**src/rtl/dlps_pkg.sv**
```systemverilog
// ----------------------------------------------------------------------------
// dlps_pkg: shared types and constants for the delay-line pitch shifter
// Register codes, sequencer states, multiplier operations and fixed widths.
// ----------------------------------------------------------------------------
package dlps_pkg;

    // defaults for the top-level parameters
    localparam int DELAY_DEPTH_DEF  = 8192;
    localparam int SAMPLE_WIDTH_DEF = 24;

    // fixed field widths
    localparam int STEP_W     = 18;   // read_step, signed Q16
    localparam int MIX_W      = 16;   // mix_gain, unsigned Q1.15
    localparam int DELAY_W    = 13;   // base_delay, samples
    localparam int OFF_W      = 30;   // read offset, signed Q16
    localparam int FRAC_W     = 16;   // fractional bits of offset / read point
    localparam int GAIN_W     = 17;   // gain operand, holds 0..32768
    localparam int CFG_IDX_W  = 2;
    localparam int CFG_DATA_W = 18;

    localparam int MIX_ONE    = 32768;  // unity in Q1.15
    localparam int MIX_SHIFT  = 15;
    localparam int ROUND_HALF = 16384;
    localparam int BD_RESET   = 2400;

    typedef enum logic [CFG_IDX_W-1:0] {
        CFG_READ_STEP  = 2'd0,
        CFG_MIX_GAIN   = 2'd1,
        CFG_BASE_DELAY = 2'd2
    } t_cfg_reg;

    typedef enum logic [3:0] {
        S_IDLE,
        S_WRAP,
        S_RD1,
        S_RD2,
        S_DIFF,
        S_WET,
        S_MIX,
        S_SUM,
        S_OUT,
        S_DONE
    } t_state;

    typedef enum logic [1:0] {
        MUL_INTERP,
        MUL_DRY,
        MUL_WET
    } t_mul_op;

    typedef struct packed {
        logic    en;
        t_mul_op op;
    } t_mul_ctl;

endpackage

```
**src/rtl/dlps_mul.sv**
```systemverilog
// ----------------------------------------------------------------------------
// dlps_mul: shared registered multiplier
// Picks one of three operand pairs and registers the signed product.
// ----------------------------------------------------------------------------
module dlps_mul
    import dlps_pkg::*;
#(
    parameter int SAMPLE_WIDTH = SAMPLE_WIDTH_DEF
) (
    input  logic                                i_clk,
    input  t_mul_ctl                            i_ctl,
    input  logic signed [SAMPLE_WIDTH:0]        i_diff,      // b - a
    input  logic        [FRAC_W-1:0]            i_frac,
    input  logic signed [SAMPLE_WIDTH-1:0]      i_dry,
    input  logic signed [SAMPLE_WIDTH-1:0]      i_wet,
    input  logic        [GAIN_W-1:0]            i_gain,      // wet gain
    input  logic        [GAIN_W-1:0]            i_dry_gain,  // 1 - gain
    output logic signed [SAMPLE_WIDTH+GAIN_W:0] o_prod
);

    localparam int PW = SAMPLE_WIDTH + GAIN_W + 1;

    logic signed [SAMPLE_WIDTH:0] w_a;
    logic signed [GAIN_W-1:0]     w_b;
    logic signed [PW-1:0]         r_prod;

    always_comb begin
        unique case (i_ctl.op)
            MUL_INTERP: begin
                w_a = i_diff;
                w_b = $signed({1'b0, i_frac});
            end
            MUL_DRY: begin
                w_a = {i_dry[SAMPLE_WIDTH-1], i_dry};
                w_b = $signed(i_dry_gain);
            end
            MUL_WET: begin
                w_a = {i_wet[SAMPLE_WIDTH-1], i_wet};
                w_b = $signed(i_gain);
            end
            default: begin
                w_a = '0;
                w_b = '0;
            end
        endcase
    end

    always_ff @(posedge i_clk) begin
        if (i_ctl.en) begin
            r_prod <= PW'(w_a * w_b);
        end
    end

    assign o_prod = r_prod;

endmodule

```
**config.mk**
```make
export PLATFORM = sky130hd
export DESIGN_NAME = dlps_mul
export DESIGN_NICKNAME = d
export VERILOG_FILES = /design/src/rtl/dlps_pkg.sv /design/src/rtl/dlps_mul.sv
export SDC_FILE = /design/constraint.sdc
export NUM_CORES = 1
export LEC_CHECK = 0
export ABC_CLOCK_PERIOD_IN_PS = 10780
export BUFFER_PORTS_ARGS = -buffer_cell sky130_fd_sc_hd__buf_2
export CAP_MARGIN = 20
export CORE_MARGIN = 4
export CORE_UTILIZATION = 35
export CTS_CLUSTER_DIAMETER = 40
export DETAILED_ROUTE_END_ITERATION = 16
export GPL_ROUTABILITY_DRIVEN = 0
export PLACE_DENSITY = 0.52
export RECOVER_POWER = 50
export REMOVE_ABC_BUFFERS = 1
export SKIP_LAST_GASP = 1
export SLEW_MARGIN = 20
export SYNTH_ARGS = -nofsm -noshare
export SYNTH_HDL_FRONTEND = slang
export SYNTH_SLANG_ARGS = --single-unit
```
**constraint.sdc**
```tcl
create_clock -name i_clk -period 10.78 [get_ports i_clk]
set_input_delay 2.156 -clock i_clk [delete_from_list [all_inputs] [get_ports i_clk]]
set_output_delay 2.156 -clock i_clk [all_outputs]
set_load 0.005 [all_outputs]
```
==> Word level (Yosys, flattened, before mapping) <==
Index checks and enable logic that the tools add are counted.
{ "word_totals": {"regBits": 42, "inputBits": 127, "output_inout_bits": 42} }
{ "op_classes": {"n_mul": 1, "n_eq_ne": 2, "muxes": 2, "reduce_logical": 1} }
{ "op_table": {"columns": ["operator", "count"], "rows": [
  ["one-hot mux 25 bit (3 select lines)", 1],
  ["one-hot mux 17 bit (3 select lines)", 1],
  ["multiplier 25 x 17 -> 42 bit", 1],
  ["equality test 2 x 1 -> 1 bit, second input constant", 1],
  ["equality test 2 bit, second input constant", 1],
  ["logical NOT 2 bit", 1]
]} }

==> Depth between registers and ports, before layout <==
{ "logic_depth": {"depth_word": 3, "mapped_depth": 30, "depth_no_buf": 25} }

==> Worst setup path after synthesis <==
Ideal clock, no wire load.
{ "synth_timing": {"kind": "input-to-reg", "start": "in i_ctl[1] (netlist name)", "end": "reg r_prod[34], in the netlist o_prod[34], data pin", "arrival_ns": 8.638, "setup_slack_ns": 1.881, "cell_stages": 27, "n_path_buf": 5, "cell_sequence": "clkbuf_1 buf_2 buf_2 nor2_1 a21oi_1 clkbuf_1 nor2_1 fa_1 inv_1 fa_1 inv_1 fa_1 inv_1 fa_1 fa_1 fa_1 inv_1 ha_1 buf_2 a21o_1 a21o_1 a21oi_1 nor2_1 or3_1 o221ai_2 nand2_1 o311a_1"} }
{ "synth_via": {"elab_chain_cells": 3, "elab_cells_between_ends": 6, "cone_classes": "mul (1); eq/ne (2); mux (2); reduce/logical (1)"} }
{ "synth_lines": {"columns": ["element", "line_no", "rtl"], "rows": [
  ["start: declaration", "dlps_mul.sv:11", "input t_mul_ctl i_ctl,"],
  ["equality test 2 bit, or another cell as far along", "dlps_mul.sv:28", "unique case (i_ctl.op)"],
  ["one-hot mux 25 bit (3 select lines) / one-hot mux 17 bit (3 select lines) (equally long branches)", "dlps_mul.sv:28", null],
  ["multiplier 25 x 17 -> 42 bit (*)", "dlps_mul.sv:50", "r_prod <= PW'(w_a * w_b);"],
  ["end signal: assignment", "dlps_mul.sv:50", null],
  ["end: declaration", "dlps_mul.sv:25", "logic signed [PW-1:0] r_prod;"]
]} }
Mark *: on every way between the ends. The rest lies on a longest branch, timed or not.
A chain may end at the register's enable or synchronous reset.

==> Worst setup path after layout <==
{ "layout_timing": {"start": "in i_ctl[0] (netlist name)", "end": "reg r_prod[29], in the netlist o_prod[29], data pin"} }
Same word-level chain as after synthesis.

==> results.md <==
* Run status: finished with violations
* Failing checks: capacitance limit, slew limit
* Num CTS Buffers at 5
* Min Clock Period, post-route at a little under 10 ns
* Worst Setup End Kind: flop
* Critical Path RT at ~11 ns
* Data arrival, critical path at about 9.8 ns
* GRT met1 Usage at between 20% and 30%
* Ant. Diodes at 0
* DRT iter0 DRCs at 851
* GR met3 Demand/Resource at under 10%
* WS Path Type: in2reg
* Hold Vio Cnt, Final at 0
* Yosys warns at 0
* Post-CTS Setup Bufs at 0
* CTS H-tree depth at 2
* CP max stage delay at 0.80 ns
* Initial core utilization at a little over a third
* PortBufs at 168
* Final period util at approximately nine tenths
* Antenna Violating Nets Remaining at 0
* Busiest grt layer: met2
* Grt ovf at 0
* Rel. slew slack at -69.24%
* Worst-path clk slew at 0.07 ns
* Max cap viols at 1
* Most used cell, CP: fa_1
* DPL Wire Length at between 40000 and 50000 um
* Count of different cell masters after synthesis at 63
* M2 GR Usage at about two fifths
* Largest net degree at the start of global routing at between 50 and 60
* WL final at 53200 um
* Initial antenna violation count at 0
* Min-Delay Path Class: in2reg
* Most frequent cells in the layout: inv_1 (423), fa_1 (416), nor2_1 (269)
* Final TNS setup at 0 ns
* WL per Instance at slightly below 20 um
* Max Root-Sink Buffers at 2
* DRC at 0
* Clock sink count at between 40 and 50
* Area occupied by multi-input gates at ~14000 um2
* Row count at 81
* All-Layer GR Usage at 21.03%
* CTS tree: yes
* Crit path launch type: input port
* Sequential fraction of the synthesis area at 7.312%
* DR pass1 iterations at 5
* Commonest non-fill, non-tap cell in the layout: inv_1
* Die X at between 200 and 250 um
* Register area at between 1000 and 1500 um2
* Die area at between 50000 and 60000 um2
* Fmax at 0.1019 GHz
* CP max stage cell: a21oi_2
* Cells after Synth at approximately 1900
* PostCTS Resize Cnt at 0
* Core Region at about 49000 um2
* Synthesis-stage register bit count at 42
* RSZ-0062 raised after global routing: false
* Max reg flops at 42
* Setup-failing EPs final at 0
* Critical path cell sequence: buf_4 -> nor2b_4 -> a21oi_2 -> buf_4 -> nor2_1 -> fa_1 -> inv_1 -> fa_1 -> fa_1 -> inv_1 -> fa_1 -> fa_1 -> inv_1 -> fa_1 -> inv_1 -> ha_1 -> and3_1 -> a221o_1 -> a21oi_1 -> nand2_1 -> a31oi_1 -> nor2_1 -> a31oi_1 -> o311ai_0
* Layout area overhead at 11.32%
* First-pass GRT wire length at about 86000 um
* Most common flop cell mapped by yosys: edfxtp_1
* Average cell area after synthesis at between 8 and 9 um2
* Share of layout cells above drive strength 1 at a little under an eighth
* Ys async rst share at 0%
* EDFF count, synth at 42
* Vias in the first global route at roughly 15000
* Hold_buf cts at 0
* Final Max Tran Viols at 43
* CTS root buffer: clkbuf_16
* Crit path max fanout at 52
* Chip height at 230.0 um
* Layout fillers at 5158
* Via count at around 13000
* IO Count at 169
* Layout net count at ~2700
* DR vias/cell at a little under 5
* Slew @ Worst Pin at between 2 and 3 ns
* Mapped Area at between 15000 and 20000 um2
final timing paths:
check	from	end	slack, ns	depth (start not counted)
hold / removal	i_wet[0]	o_prod[0]	2.44	4
setup / recovery	i_ctl[0]	o_prod[29]	0.97	24
cells by family after synthesis:
family,Yosys count,synth area share [%]
xor gates and xnor gates,40,2.031
DFF,42,7.312
AOI/OAI and AO/OA,197,7.558
adders and majority gates,517,55.61
buffers and inverters,498,10.92
and+or+nand+nor,576,13.84
muxes,47,2.727
stage by stage:
step / cells / util, % / cell area (um2) / hold slack [ns] / setup WS (ns)
floorplan: 1843 / - / 16960 / 2.269 / 0.3959
global placement: 2726 / 38.98 / 19040 / 2.551 / 0.6319
detailed placement: 2726 / 38.98 / 19040 / 2.547 / 0.6470
CTS: 2734 / 39.33 / 19210 / 2.421 / 0.9179
global route: 2734 / 39.31 / 19200 / 2.464 / 0.6085
finish: 2734 / 39.31 / 19200 / 2.445 / 0.9662
critical path: cells and delay by family:
family / cells / cell delay (ns)
AND/OR/NAND/NOR: 5 / 0.89
adder cells (fa/ha/maj): 7 / 3.34
AO/OA/AOI/OAI: 6 / 2.31
buffers and inverters: 6 / 1.06
per-layer routing:
| metal | vias up | wire (um) |
|---|---|---|
| li1 | 6071 | - |
| met1 | 6947 | 20700 |
| met2 | 388 | 28080 |
| met3 | 80 | 2849 |
| met4 | 0 | 1573 |
| met5 | - | 0 |
synth_stat cells, types with 3 or more instances:
master	count	area [um2]
inv_1	423	1588
fa_1	416	8328
nor2_1	269	1010
nand2_1	217	814.5
ha_1	101	1264
a21oi_1	61	305.3
clkbuf_1	58	217.7
mux2i_1	47	470.5
edfxtp_1	42	1261
a21o_1	32	240.2
xnor2_1	30	262.8
o21ai_0	27	135.1
nand2b_1	26	162.7
o21a_1	20	150.1
and2_1	11	68.82
nand3_1	11	55.05
buf_2	10	50.05
o21ai_1	10	50.05
xor2_1	10	87.58
nor3_1	8	40.04
nor2b_1	7	43.79
nand4_1	6	37.54
a211o_1	4	35.03
a211oi_1	4	30.03
a31oi_1	4	25.02
and3_1	4	25.02
buf_1	4	15.01
o21bai_1	4	30.03
a221o_1	3	30.03
nand3b_1	3	22.52
or2_2	3	18.77
layout make-up:
| type | count | area share, % |
|---|---|---|
| Tap cell | 664 | 4.327 |
| Clock buffer | 5 | 0.6516 |
| Sequential cell | 42 | 6.568 |
| Clock inverter | 3 | 0.2541 |
| Inverter | 424 | 8.289 |
| Timing Repair Buffer | 219 | 6.301 |
| Multi-Input combinational cell | 1377 | 73.61 |
Power is left out: the tool's default activity adds up to more than one toggle a clock period on the data nets, which glitch-free logic cannot reach.
